`src/hw/rtl/qgus_pkg.sv`:
```
// ----------------------------------------------------------------------------
// qgus_pkg
// shared types and constants of the quota grant unit sizer
// ----------------------------------------------------------------------------
package qgus_pkg;

    localparam int QW     = 64;              // quantity width
    localparam int SW     = 16;              // slave count width
    localparam int IDXW   = 2;               // config register index width
    localparam int CFGW   = 64;              // config write data width
    localparam int DCNTW  = $clog2(QW);      // divider step counter width
    localparam int REMW   = SW + 2;          // divider partial remainder width

    localparam logic [IDXW-1:0] REG_LEAST_UNIT      = 2'd0;
    localparam logic [IDXW-1:0] REG_SOFT_LEAST_UNIT = 2'd1;
    localparam logic [IDXW-1:0] REG_SLAVE_COUNT     = 2'd2;
    localparam logic [IDXW-1:0] REG_BLOCK_RESOURCE  = 2'd3;

    localparam logic [QW-1:0] LEAST_UNIT_RST      = QW'(1048576);
    localparam logic [QW-1:0] SOFT_LEAST_UNIT_RST = QW'(4194304);

    localparam logic [1:0] REV_KEEP  = 2'd0;
    localparam logic [1:0] REV_CLEAR = 2'd1;
    localparam logic [1:0] REV_NOW   = 2'd2;

    localparam logic [1:0] ST_DONE  = 2'd0;
    localparam logic [1:0] ST_SKIP  = 2'd1;
    localparam logic [1:0] ST_NOLIM = 2'd2;

    localparam logic OP_RESIZE = 1'b0;
    localparam logic OP_EXTRA  = 1'b1;

    typedef struct packed {
        logic [QW-1:0] least_unit;
        logic [QW-1:0] soft_least_unit;
        logic [SW-1:0] slave_count;
        logic          block_resource;
    } t_cfg;

    typedef enum logic [4:0] {
        CMD_NONE,
        CMD_LOAD,
        CMD_SETUP,
        CMD_MUL,
        CMD_SUM,
        CMD_SET_GROW,
        CMD_GROW,
        CMD_SHRINK,
        CMD_DIV_INIT,
        CMD_DIV_STEP,
        CMD_SET_CAP,
        CMD_CLAMP,
        CMD_SUB_TOT,
        CMD_MASK_GOT,
        CMD_SUB_HALF,
        CMD_GIVE,
        CMD_FIN_SKIP,
        CMD_FIN_NOLIM,
        CMD_FIN_RESIZE,
        CMD_FIN_EXP,
        CMD_FIN_ZERO
    } t_cmd;

    typedef struct packed {
        logic op;
        logic dir;            // 1 growing, 0 shrinking
        logic skip;
        logic nolim;
        logic soft_set;
        logic lim_zero;
        logic tot_ge_lim;
        logic decide_grow;
        logic grow_go;
        logic shrink_go;
        logic unit_zero;
        logic spare_ge_unit;
        logic left_gt_half;
        logic unit_ne_least;
        logic unit_ge_least;
    } t_stat;

endpackage

```
`src/hw/rtl/qgus_ctrl.sv`:
```
// ----------------------------------------------------------------------------
// qgus_ctrl
// sequencer: walks the resize and extra-grant flows over the datapath
// ----------------------------------------------------------------------------
module qgus_ctrl import qgus_pkg::*; (
    input  logic  i_clk,
    input  logic  i_rst_n,
    input  logic  i_start,
    input  t_stat i_stat,
    output t_cmd  o_cmd,
    output logic  o_busy,
    output logic  o_done
);

    typedef enum logic [14:0] {
        S_IDLE   = 15'b000000000000001,
        S_SETUP  = 15'b000000000000010,
        S_CHECK  = 15'b000000000000100,
        S_MUL    = 15'b000000000001000,
        S_SUM    = 15'b000000000010000,
        S_DECIDE = 15'b000000000100000,
        S_TEST   = 15'b000000001000000,
        S_DIV    = 15'b000000010000000,
        S_CLAMP  = 15'b000000100000000,
        S_FIN    = 15'b000001000000000,
        S_E_TOP  = 15'b000010000000000,
        S_E_DEC  = 15'b000100000000000,
        S_E_COND = 15'b001000000000000,
        S_E_GIVE = 15'b010000000000000,
        S_E_FIN  = 15'b100000000000000
    } t_state;

    t_state           r_state, n_state;
    logic             r_first, n_first;
    logic             r_done, n_done;
    logic [DCNTW-1:0] r_cnt, n_cnt;

    always_comb begin
        n_state = r_state;
        n_first = r_first;
        n_done  = 1'b0;
        n_cnt   = r_cnt;
        o_cmd   = CMD_NONE;
        unique case (r_state)
            S_IDLE: begin
                if (i_start) begin
                    o_cmd   = CMD_LOAD;
                    n_state = S_SETUP;
                end
            end
            S_SETUP: begin
                o_cmd   = CMD_SETUP;
                n_first = 1'b1;
                n_state = S_CHECK;
            end
            S_CHECK: begin
                priority if (i_stat.skip) begin
                    o_cmd   = CMD_FIN_SKIP;
                    n_done  = 1'b1;
                    n_state = S_IDLE;
                end else if (i_stat.op == OP_EXTRA) begin
                    if (i_stat.tot_ge_lim) begin
                        o_cmd   = CMD_FIN_ZERO;
                        n_done  = 1'b1;
                        n_state = S_IDLE;
                    end else begin
                        o_cmd   = CMD_SUB_TOT;
                        n_state = S_E_TOP;
                    end
                end else if (i_stat.nolim) begin
                    o_cmd   = CMD_FIN_NOLIM;
                    n_done  = 1'b1;
                    n_state = S_IDLE;
                end else if (i_stat.soft_set && i_stat.lim_zero) begin
                    o_cmd   = CMD_SET_CAP;
                    n_state = S_FIN;
                end else begin
                    n_state = S_MUL;
                end
            end
            S_MUL: begin
                o_cmd   = CMD_MUL;
                n_state = (i_stat.op == OP_EXTRA) ? S_E_DEC : S_SUM;
            end
            S_SUM: begin
                o_cmd   = CMD_SUM;
                n_state = r_first ? S_DECIDE : S_TEST;
            end
            S_DECIDE: begin
                n_first = 1'b0;
                if (i_stat.decide_grow) begin
                    o_cmd   = CMD_SET_GROW;
                    n_state = S_SUM;
                end else begin
                    n_state = S_TEST;
                end
            end
            S_TEST: begin
                priority if (i_stat.dir && i_stat.grow_go) begin
                    o_cmd   = CMD_GROW;
                    n_state = S_MUL;
                end else if (i_stat.dir && i_stat.unit_zero) begin
                    o_cmd   = CMD_DIV_INIT;
                    n_cnt   = '0;
                    n_state = S_DIV;
                end else if (!i_stat.dir && i_stat.shrink_go) begin
                    o_cmd   = CMD_SHRINK;
                    n_state = S_MUL;
                end else begin
                    n_state = S_CLAMP;
                end
            end
            S_DIV: begin
                o_cmd = CMD_DIV_STEP;
                n_cnt = r_cnt + DCNTW'(1);
                if (r_cnt == DCNTW'(QW - 1)) begin
                    n_state = S_CLAMP;
                end
            end
            S_CLAMP: begin
                o_cmd   = CMD_CLAMP;
                n_state = S_FIN;
            end
            S_FIN: begin
                o_cmd   = CMD_FIN_RESIZE;
                n_done  = 1'b1;
                n_state = S_IDLE;
            end
            S_E_TOP: begin
                if (i_stat.spare_ge_unit) begin
                    o_cmd   = CMD_FIN_ZERO;
                    n_done  = 1'b1;
                    n_state = S_IDLE;
                end else begin
                    o_cmd   = CMD_MASK_GOT;
                    n_state = S_MUL;
                end
            end
            S_E_DEC: begin
                priority if (i_stat.left_gt_half) begin
                    o_cmd   = CMD_SUB_HALF;
                    n_state = S_E_GIVE;
                end else if (i_stat.unit_ne_least) begin
                    o_cmd   = CMD_SHRINK;
                    n_state = S_E_COND;
                end else begin
                    n_state = S_E_GIVE;
                end
            end
            S_E_COND: begin
                if (i_stat.unit_ge_least) begin
                    n_state = S_E_TOP;
                end else begin
                    o_cmd   = CMD_FIN_ZERO;
                    n_done  = 1'b1;
                    n_state = S_IDLE;
                end
            end
            S_E_GIVE: begin
                o_cmd   = CMD_GIVE;
                n_state = S_E_FIN;
            end
            S_E_FIN: begin
                o_cmd   = CMD_FIN_EXP;
                n_done  = 1'b1;
                n_state = S_IDLE;
            end
            default: begin
                n_state = S_IDLE;
            end
        endcase
    end

    always_ff @(posedge i_clk) begin
        if (!i_rst_n) begin
            r_state <= S_IDLE;
            r_first <= 1'b0;
            r_done  <= 1'b0;
            r_cnt   <= '0;
        end else begin
            r_state <= n_state;
            r_first <= n_first;
            r_done  <= n_done;
            r_cnt   <= n_cnt;
        end
    end

    assign o_busy = r_state != S_IDLE;
    assign o_done = r_done;

`ifndef NO_ASSERTIONS
    // a result beat always marks the return to idle
    a_fall_done: assert property (@(posedge i_clk) disable iff (!i_rst_n)
        $fell(o_busy) |-> o_done) else $error("busy fell without a result beat");
    // result beats never come back to back
    a_done_single: assert property (@(posedge i_clk) disable iff (!i_rst_n)
        o_done |=> !o_done) else $error("two result beats in a row");
    // division only on the growing resize path
    a_div_path: assert property (@(posedge i_clk) disable iff (!i_rst_n)
        (r_state == S_DIV) |-> (i_stat.dir && (i_stat.op == OP_RESIZE)))
        else $error("divider run outside grow path");
    // a load of a new item is always followed by setup
    a_load_idle: assert property (@(posedge i_clk) disable iff (!i_rst_n)
        (o_cmd == CMD_LOAD) |=> (r_state == S_SETUP))
        else $error("load not followed by setup");
`endif

endmodule
```
`config.mk`:
```
export PLATFORM = sky130hd
export DESIGN_NAME = qgus_ctrl
export DESIGN_NICKNAME = d
export VERILOG_FILES = /design/src/hw/rtl/qgus_pkg.sv /design/src/hw/rtl/qgus_ctrl.sv
export SDC_FILE = /design/constraint.sdc
export NUM_CORES = 1
export LEC_CHECK = 0
export ABC_AREA = 1
export BUFFER_PORTS_ARGS = -buffer_cell sky130_fd_sc_hd__buf_2
export CAP_MARGIN = 20
export CELL_PAD_IN_SITES_DETAIL_PLACEMENT = 2
export CELL_PAD_IN_SITES_GLOBAL_PLACEMENT = 2
export CORE_MARGIN = 8
export CORE_UTILIZATION = 29
export DETAILED_ROUTE_END_ITERATION = 10
export GPL_TIMING_DRIVEN = 0
export PLACE_DENSITY = 0.9
export SLEW_MARGIN = 40
export SYNTH_ARGS = -nofsm -noshare
export SYNTH_HDL_FRONTEND = slang
export SYNTH_SLANG_ARGS = --single-unit
```
`constraint.sdc`:
```
create_clock -name i_clk -period 2.1 [get_ports i_clk]
set_input_delay 0.42 -clock i_clk [delete_from_list [all_inputs] [get_ports i_clk]]
set_output_delay 0.42 -clock i_clk [all_outputs]
set_load 0.02 [all_outputs]
```
==> impl_results.md, run 1 <==
- Core ar.: 5070 um^2
- Post-Synthesis Cells: 248
- Flops & latches, synth: 23
- Final hold viol count: 0
- IO buf count: 23
- Final setup vio count: 6
- Peak VDD IR: 0.210 mV
- Pin count of the biggest net entering global routing: 13
- Mapped Avg Cell Area: 6.12 um^2
- Initial antenna violation count: 0
- Final Worst Setup Slack: -0.283 ns
- Total Nets Final: 330
- Die Height: 88.3 um
- Number of diodes: 0
- DR vias: 2035
- First-pass GRT wire length: 12.4 mm
- Outcome: finished, violations left
- Achievable frequency: 0.420 GHz
- Initial Util: 29.9%
- Unrepaired setup endpoints after global routing: yes
- Slew Limit Fails: 0
- Register area share after synthesis: 30.3%
- Slew headroom: 71.9%
- Crit Path Class: register to output pin
- Layout cells sized above 1: 42.9%
- H-tree levels: 1
- DRC: 0
- Clock transition at path regs: 0.08 ns
- Ys Warns: 0
- Max_cap viols: 0
- CTS tree: yes
- Cell Rows: 26
- Crit share post-route: 113%
- Final HPWL DP: 4.49 mm
- Vias in the first global route: 2241
- Slew @ Worst Pin: 0.419 ns
- Vias per Instance: 5.36
- Drt pass-1 iters: 4
- Syn_nets: 267
- Unique cell type count in the Yosys netlist: 30
- Post-route ant nets: 0
- Final min period: 2.38 ns
- Required @ worst endpoint: 1.68 ns
- Crit Path Max Fanout: 5
- Routability cong.: 0.842
- CTS sink count: 23
- Initial DRC count: 77
- EDFF count, synth: 0
- Post-synth top flop: dfxtp_1
- HP Class: primary input to register
- PwrDens: 484 nW/um^2
- Die W: 88.3 um
- Wire length per cell: 23.8 um
- Layout Skew: 0.00882 ns
- Asr flop ratio synth: 0%
- CP Capture Type: output pin
- TritonCTS Buffers: 3
- Failing checks: negative setup slack
- Setup slack at placement: -0.00975 ns
- Die area: 7800 um^2
- PnR Total Power: 1130 uW
- Grt total ovfl: 0
- P&R area growth vs syn: 53.8%
- GRT Overall Usage: 21.3%
- CP Launch Type: register
- Synthesized area: 1520 um^2
- Post-Route WL: 9.05 mm
- I/O Pins: 25
- CTS root buffer: clkbuf_8
- Clock Tree Buf Depth: 2
- Lkg Pwr: 0.00120 uW
- Arrival @ worst endpoint: 1.96 ns
- Clk_lat worst skew: 0.28 ns
cell usage in the layout (no fill, tap or decap), types with 7 or more instances in the layout:
cell type	n
nor2_4	13
nor2_1	34
nand3_2	10
nand3_1	24
nand2_4	8
dfxtp_1	9
buf_6	12
nand2_1	45
buf_4	29
buf_2	19
inv_1	32
nor2_2	7
dfxtp_2	12
routing by layer:
metal	GRT usage, %	part of all wire [%]
met4	8.91	5.2
met3	2.51	4.2
met2	39.0	49
met5	0	0
met1	24.1	41
cell usage after synthesis, drive strengths merged, types with 2 or more instances:
library cell	count	area, um^2
nor2	54	233
buf	4	38.8
nor3	7	40.0
nand3b	3	35.0
a21oi	6	33.8
dfxtp	23	460
and3	2	12.5
nand4	3	18.8
nand2	59	234
o21ai	8	40.0
nand3	35	180
inv	36	135
power breakdown:
group	total [uW]	internal (uW)	switching, uW
logic	370	132	239
registers	466	448	17.9
clock network	294	136	158
total	1130	716	414
final cells by class:
| type | instances | area (um^2) |
|---|---|---|
| Inverter | 37 | 144 |
| Sequential cell | 23 | 483 |
| Tap cell | 70 | 87.6 |
| Fill cell | 606 | 2740 |
| Multi-Input combinational cell | 184 | 1090 |
| Clock buffer | 4 | 45.0 |
| Timing Repair Buffer | 58 | 440 |
| Buffer | 4 | 42.5 |
registers in the layout, summed over array words and instances, names as in the netlist:
register  flops
r_first       1
r_cnt         6
r_state      15
o_done        1
cells by family (layout without fill, tap and decap cells):
group | count (synthesis) | after routing | share of synthesized area [%]
flip-flops | 23 | 23 | 30.3
adder cells (fa/ha/maj) | 1 | 1 | 0.824
AND/OR/NAND/NOR | 166 | 166 | 50.9
AO/OA/AOI/OAI | 17 | 17 | 6.27
buffers and inverters | 41 | 103 | 11.7
worst max-delay path: stages (launching register included):
cell	delay, ns
dfxtp_2	0.35
nor2_4	0.17
nand2_4	0.10
nor2_4	0.24
nand2_2	0.15
and2_1	0.26
nand2_1	0.12
nor2_1	0.06
nand3b_1	0.12
buf_6	0.13
final timing paths:
kind               startpoint    endpoint  slack (ns)  cells after the start
hold reg to reg       r_first  r_state[5]        0.54                      2
setup / recovery   r_state[5]    o_cmd[1]       -0.28                      9
hold / removal        i_start  r_state[1]        0.49                      3
setup reg to reg  r_state[13]  r_state[4]       -0.17                     12
metrics by stage:
| step | setup TNS (ns) | instance area, um^2 | cells | util [%] | hold WS, ns |
|---|---|---|---|---|---|
| after global routing | -1.65 | 2330 | 380 | 46.0 | 0.499 |
| after detailed placement | -0.00975 | 1720 | 341 | 33.9 | 0.469 |
| after global placement | 0 | 1720 | 341 | 33.9 | 0.463 |
| after floorplan | 0 | 1520 | 248 | - | 0.439 |
| after CTS | -0.336 | 2130 | 371 | 42.0 | 0.443 |
| final | -1.32 | 2330 | 380 | 46.0 | 0.493 |
repair_timing:
| item | in CTS | in global routing |
|---|---|---|
| pin swaps | 21 | 16 |
| hold endpoints to repair | 0 | 0 |
| buffers inserted | 24 | 11 |
| hold buffers | 0 | 0 |
| resized for setup | 60 | 34 |
| setup endpoints to repair | 5 | 7 |
| gates cloned | 2 | 0 |
(Power assumes the default switching activity.)
==> run 2: changes to the inputs <==
--- a/config.mk
+++ b/config.mk
@@ -13,8 +13,8 @@
 export CORE_MARGIN = 8
 export CORE_UTILIZATION = 29
 export DETAILED_ROUTE_END_ITERATION = 10
-export GPL_TIMING_DRIVEN = 0
 export PLACE_DENSITY = 0.9
+export RECOVER_POWER = 25
 export SLEW_MARGIN = 40
 export SYNTH_ARGS = -nofsm -noshare
 export SYNTH_HDL_FRONTEND = slang
==> run 2 against run 1 <==
  * The flow still finishes with violations (negative setup slack)
  * Clock skew rose by 0.0056 ns
  * Power grew 2.6%
  * Combinational power increased by 4%
  * Sequential power about the same
  * Final area down 2.0%
  * Non-clock buffer count shrank 5
  * Fmax up 1.2%
  * Global-route usage down 1.5 points
  * First-iteration DRC count grew 40%
  * Routed wire length fell by 2.4%
  * Setup slack gained 0.027 ns
  * Largest power group unchanged
==> impl_results.md, run 2 (synthesis gave the netlist of run 1 again) <==
- CP Cell Sequence: nor2_4 -> nand2_4 -> nor2_4 -> buf_6 -> nand3_2 -> nor2_2 -> nor2_1 -> nand3_1 -> buf_6
- Slew headroom: 69.4% (-2.6 points)
- Outcome: finished, violations left
- P&R area growth vs syn: 50.7%
- Slew @ Worst Pin: 0.457 ns (+0.0382 ns)
- Slew Limit Fails: 0 (unchanged)
- Drt pass-1 iters: 5 (+1)
- Reg area: 480 um^2 (-0.52%)
- Max_cap viols: 0 (unchanged)
- Final Worst Setup Slack: -0.256 ns (+0.0275 ns)
- Total Nets Final: 325 (-1.5%)
- GR met3 Demand/Resource: 2.97% (+0.46 points)
- Hold path depth: 3 (unchanged)
- Clk network pwr share: 26.6% (+0.6 points)
- FF-to-FF path depth: 10 (-2)
- Final HPWL DP: 4.70 mm (+4.8%)
- Clock transition at path regs: 0.10 ns (+0.02 ns)
- Sequential Power Share: 40.2% (-1.1 points)
- GRT Overall Usage: 19.8% (-1.5 points)
- P_sw: 417 uW (+0.60%)
- CP bufs+invs: 2 (+1)
- Layout Skew: 0.0144 ns (+0.00558 ns)
- CTS hold repair buffers: 0 (unchanged)
- Arrival @ worst endpoint: 1.94 ns (-0.02 ns)
- Vias in the first global route: 2130 (-5.0%)
- Initial DRC count: 108 (+40%)
- Sw Ratio: 35.9% (-0.71 points)
- CP Capture Type: output pin
- CTS sink count: 23 (unchanged)
- Met2 Use GR: 34.6% (-4.5 points)
- Clk_lat worst skew: 0.28 ns (about the same)
- Top Usage Layer GRT: met2
- CTS root buffer: clkbuf_8
- DR vias: 2021 (-0.69%)
- Final non-filler cell total: 375 (-1.3%)
- Initial antenna violation count: 0 (unchanged)
- Core ar.: 5070 um^2 (unchanged)
- Grt total ovfl: 0 (unchanged)
- DRC: 0 (unchanged)
- Cell Rows: 26 (unchanged)
- CTS tree: yes
- I/O Pins: 25 (unchanged)
- PwrDens: 507 nW/um^2 (+4.7%)
- Post-Route WL: 8.83 mm (-2.4%)
- Die area: 7800 um^2 (unchanged)
- Lkg Pwr: 0.00115 uW (-4.0%)
- P_int: 743 uW (+3.7%)
- Die W: 88.3 um (unchanged)
- Number of diodes: 0 (unchanged)
- Setup_tns: -1.07 ns (+0.250 ns)
- IO buf count: 24 (+4.3%)
- Unrepaired setup endpoints after global routing: yes
- Max reg flops: 15 (unchanged)
- Crit. path cell count: 9 (unchanged)
- Slowest-stage cell, CP: dfxtp_4
- Pin count of the biggest net entering global routing: 13 (unchanged)
- First-pass GRT wire length: 11.6 mm (-6.7%)
- Crit Path Max Fanout: 4 (-1)
- Routability cong.: 0.827 (-1.7%)
- CP Launch Type: register
- Crit share post-route: 112% (-1.3 points)
- Final setup vio count: 6 (unchanged)
- Smallest hold slack: 0.455 ns (-0.0373 ns)
- Achievable frequency: 0.424 GHz (+1.2%)
- Placed instance count: 345 (+1.2%)
- Commonest non-fill, non-tap cell in the layout: nand2_1
- Layout cells sized above 1: 41.6% (-1.3 points)
- Most frequent cells in the layout: nand2_1 (45), nor2_1 (32), inv_1 (31), buf_4 (28), nand3_1 (26)
- CP peak stage delay: 0.38 ns (+0.03 ns)
- H-tree levels: 1 (unchanged)
- Met1 GRT Util: 23.5% (-0.52 points)
- Final min period: 2.36 ns (-0.0275 ns)
- Failing checks: negative setup slack
- Die Height: 88.3 um (unchanged)
- Peak VDD IR: 0.258 mV (+23%)
- Post-route ant nets: 0 (unchanged)
- Largest Register: r_state
- Clock Tree Buf Depth: 2 (unchanged)
- Crit Path Class: register to output pin
- TritonCTS Buffers: 3 (unchanged)
- Filler cell count: 627 (+3.5%)
- Logic pwr share: 33.3% (+0.6 points)
- Initial Util: 29.9% (unchanged)
- HP Class: primary input to register
- Top flop regs: r_state: 15 flops, r_cnt: 6 flops
- Footprint of the multi-input gates: 1100 um^2 (+0.34%)
- Vias per Instance: 5.39 (+0.64%)
- Crit path max-delay family: simple AND/OR/NAND/NOR gates
- Wire length per cell: 23.6 um (-1.1%)
- Final hold viol count: 0 (unchanged)
- Required @ worst endpoint: 1.68 ns (about the same)
-- run 2: changes by cell type in the layout (fill, tap and decap cells not counted), sizes merged --
| cell | change |
|---|---|
| buf | -6 |
| clkbuf | +1 |
-- run 2: power groups by stage --
stage	clock [uW]	sequential (uW)	combinational [uW]
6_report	308	466	386
2_1_floorplan	0	467	153
4_1_cts	290	466	287
3_5_place_dp	0	471	237
3_3_place_gp	0	469	222
5_1_grt	325	467	408
-- run 2: path summary, 6_finish.rpt --
kind	slack (ns)	start	end
worst max-delay path	-0.26	r_state[13]	o_cmd[0]
worst min register to register	0.56	r_first	r_first
worst min-delay path	0.46	i_start	r_state[1]
worst max register to register	0.03	r_state[13]	r_cnt[0]
-- run 2: what timing repair did --
action / CTS / global route
buffers inserted: 14 / 12
pin swaps: 17 / 15
resized for setup: 53 / 37
endpoints found under the setup margin: 5 / 6
-- run 2: layout make-up --
type,instances,share of cell area (%)
clock buffers,4,1.97
repair buffers,57,19.0
multi-input cells,184,47.9
well taps,70,3.83
flip-flops and latches,23,21.0
inverters,37,6.29
-- run 2: worst min-delay path: cells and delay by family --
family                 cells  cell delay, ns
buffers and inverters      2            0.21
and+or+nand+nor            1            0.08
-- run 2: through the flow --
step | utilization, % | total power [uW] | cell area [um^2] | setup WS (ns)
floorplan | - | 620 | 1520 | 0.217
global placement | 34.5 | 691 | 1750 | 0.119
detailed placement | 34.5 | 708 | 1750 | 0.0222
CTS | 40.4 | 1040 | 2050 | -0.0434
global route | 45.1 | 1200 | 2290 | -0.267
finish | 45.1 | 1160 | 2290 | -0.256
-- run 2: per-layer routing --
| layer | vias up | wire length [um] |
|---|---|---|
| met5 | - | 0 |
| li1 | 902 | - |
| met2 | 93 | 4240 |
| met4 | 0 | 423 |
| met1 | 991 | 3680 |
| met3 | 35 | 490 |
==> run 3: changes to the inputs <==
--- a/config.mk
+++ b/config.mk
@@ -15,6 +15,7 @@
 export DETAILED_ROUTE_END_ITERATION = 10
 export PLACE_DENSITY = 0.9
 export RECOVER_POWER = 25
+export SETUP_SLACK_MARGIN = 0.5
 export SLEW_MARGIN = 40
 export SYNTH_ARGS = -nofsm -noshare
 export SYNTH_HDL_FRONTEND = slang
==> run 3 against run 2 <==
  * Non-clock buffer count up 13
  * Sequential power hardly changed
  * Combinational power is 24% higher
  * Count of clock-buffer cells in the layout down 1
  * The run still ends with negative setup slack left
  * First-iteration DRC count fell by 10%
  * Critical path type unchanged
  * Critical endpoint is now o_cmd[1]
==> impl_results.md, run 3 (synthesis gave the netlist of run 1 again) <==
- Slew @ Worst Pin: 0.420 ns (-0.0372 ns)
- GRT Overall Usage: 22.2% (+2.4 points)
- Die area: 7800 um^2 (unchanged)
- IO buf count: 24 (unchanged)
- Layout cells sized above 1: 58.3% (+17 points)
- Required @ worst endpoint: 1.68 ns (about the same)
- Unrepaired setup endpoints after global routing: yes
- Pin count of the biggest net entering global routing: 14 (+1)
- Final Worst Setup Slack: -0.326 ns (-0.0704 ns)
- CP startpoint: r_state[8]
- Routability cong.: 0.831 (+0.39%)
- Crit Path Max Fanout: 6 (+2)
- Wire length per cell: 26.5 um (+12%)
- Top flop regs: r_state: 15 flops, r_cnt: 6 flops
- Initial antenna violation count: 0 (unchanged)
- HP Class: primary input to register
- Slew Limit Fails: 0 (unchanged)
- H-tree levels: 1 (unchanged)
- CTS tree: yes
- Die W: 88.3 um (unchanged)
- First-pass GRT wire length: 12.9 mm (+12%)
- CTS sink count: 23 (unchanged)
- Footprint of the multi-input gates: 1340 um^2 (+23%)
- CP Launch Type: register
- Final min period: 2.43 ns (+0.0704 ns)
- Initial DRC count: 97 (-10%)
- Clock transition at path regs: 0.10 ns (about the same)
- Most frequent cells in the layout: buf_4 (32), nand2_1 (31), inv_1 (28), nor2_1 (27), nand3_1 (20)
- Layout Skew: 0.00226 ns (-0.0121 ns)
- Cell Rows: 26 (unchanged)
- Final HPWL DP: 4.76 mm (+1.1%)
- Final setup vio count: 5 (-1)
- Core ar.: 5070 um^2 (unchanged)
- Crit share post-route: 116% (+3.4 points)
- Initial Util: 29.9% (unchanged)
- Vias per Instance: 5.47 (+1.4%)
- Post-Route WL: 10.3 mm (+17%)
- Final hold viol count: 0 (unchanged)
- Drt pass-1 iters: 4 (-1)
- Failing checks: negative setup slack
- Max reg flops: 15 (unchanged)
- Final instance area: 2680 um^2 (+17%)
- CTS root buffer: clkbuf_8
- PnR Total Power: 1260 uW (+8.6%)
- Filler cell count: 554 (-12%)
- Clk_lat worst skew: 0.28 ns (about the same)
- Placed instance count: 342 (-0.87%)
- Clock Tree Buf Depth: 2 (unchanged)
- Slew headroom: 72.0% (+2.7 points)
- I/O Pins: 25 (unchanged)
- Setup slack at placement: -0.0230 ns (-0.0452 ns)
- P&R area growth vs syn: 76.8%
- Total Nets Final: 339 (+4.3%)
- Die Height: 88.3 um (unchanged)
- Post-route ant nets: 0 (unchanged)
- CP Capture Type: output pin
- Achievable frequency: 0.412 GHz (-2.9%)
- Commonest non-fill, non-tap cell in the layout: buf_4
- Arrival @ worst endpoint: 2.01 ns (+0.07 ns)
- Final non-filler cell total: 389 (+3.7%)
- Placed inst area: 1810 um^2 (+3.6%)
- CTS hold repair buffers: 0 (unchanged)
- Hold path start: i_start
- Number of diodes: 0 (unchanged)
- Grt total ovfl: 0 (unchanged)
- Max_cap viols: 0 (unchanged)
- Crit Path Class: register to output pin
- Peak VDD IR: 0.238 mV (-7.7%)
- Vias in the first global route: 2235 (+4.9%)
- Outcome: finished, violations left
- DRC: 0 (unchanged)
- Reg area: 485 um^2 (+1.0%)
- DR vias: 2126 (+5.2%)
- Lkg Pwr: 0.00132 uW (+15%)
- Largest Register: r_state
- PwrDens: 469 nW/um^2 (-7.5%)
- TritonCTS Buffers: 3 (unchanged)
- R2R Path Start: r_state[8]
- Smallest hold slack: 0.467 ns (+0.0121 ns)
run 3: cell types whose count changed in the layout (fill, tap and decap cells not counted), sizes merged:
| cell | delta |
|---|---|
| buf | +13 |
| clkbuf | -1 |
| clkinvlp | +2 |
| inv | -1 |
| nand2 | +1 |
run 3: worst max-delay path, stage by stage, from the launching register on:
cell and delay [ns]:
dfxtp_4 0.36, nor2_4 0.17, nand2_4 0.10, nor2_4 0.21
buf_6 0.13, buf_8 0.14, nand3_4 0.10, nand2_1 0.13
nor2_1 0.08, nand3b_1 0.16, buf_6 0.15
run 3: area by class of cell:
class / instances / share of cell area, %
Multi-Input combinational cell: 185 / 50.1
Clock inverter: 1 / 0.186
Inverter: 37 / 5.73
Timing Repair Buffer: 70 / 21.1
Sequential cell: 23 / 18.1
Tap cell: 70 / 3.26
Clock buffer: 3 / 1.54
run 3: repair_timing:
| item | 4_1_cts | 5_1_grt |
|---|---|---|
| pin swaps | 23 | 24 |
| endpoints found under the hold margin | 0 | 0 |
| endpoints found under the setup margin | 20 | 24 |
| gates cloned | 0 | 1 |
| buffers inserted | 30 | 12 |
| resized for setup | 65 | 81 |
run 3: power by group:
group | switching (uW) | internal (uW)
Combinational | 291 | 187
Clock | 181 | 134
Sequential | 17.0 | 449
Total | 490 | 769
run 3: worst paths after layout:
| path | cells after the start | slack, ns | to |
|---|---|---|---|
| min reg2reg | 2 | 0.54 | r_state[5] |
| max | 10 | -0.33 | o_cmd[1] |
| min | 3 | 0.47 | r_state[1] |
| max reg2reg | 12 | 0.15 | r_cnt[1] |
run 3: routing by layer:
metal | GRT usage (%) | wire length (um)
met4 | 5.07 | 354
met2 | 37.8 | 5010
met1 | 28.1 | 4250
met3 | 3.99 | 690
met5 | 0 | 0
run 3: stage by stage:
| step | utilization (%) | TNS (ns) |
|---|---|---|
| after detailed placement | 35.7 | -0.0299 |
| after global placement | 35.7 | -0.00405 |
| after floorplan | - | 0 |
| after CTS | 45.1 | -0.231 |
| final | 52.9 | -1.39 |
| after global routing | 52.9 | -1.66 |
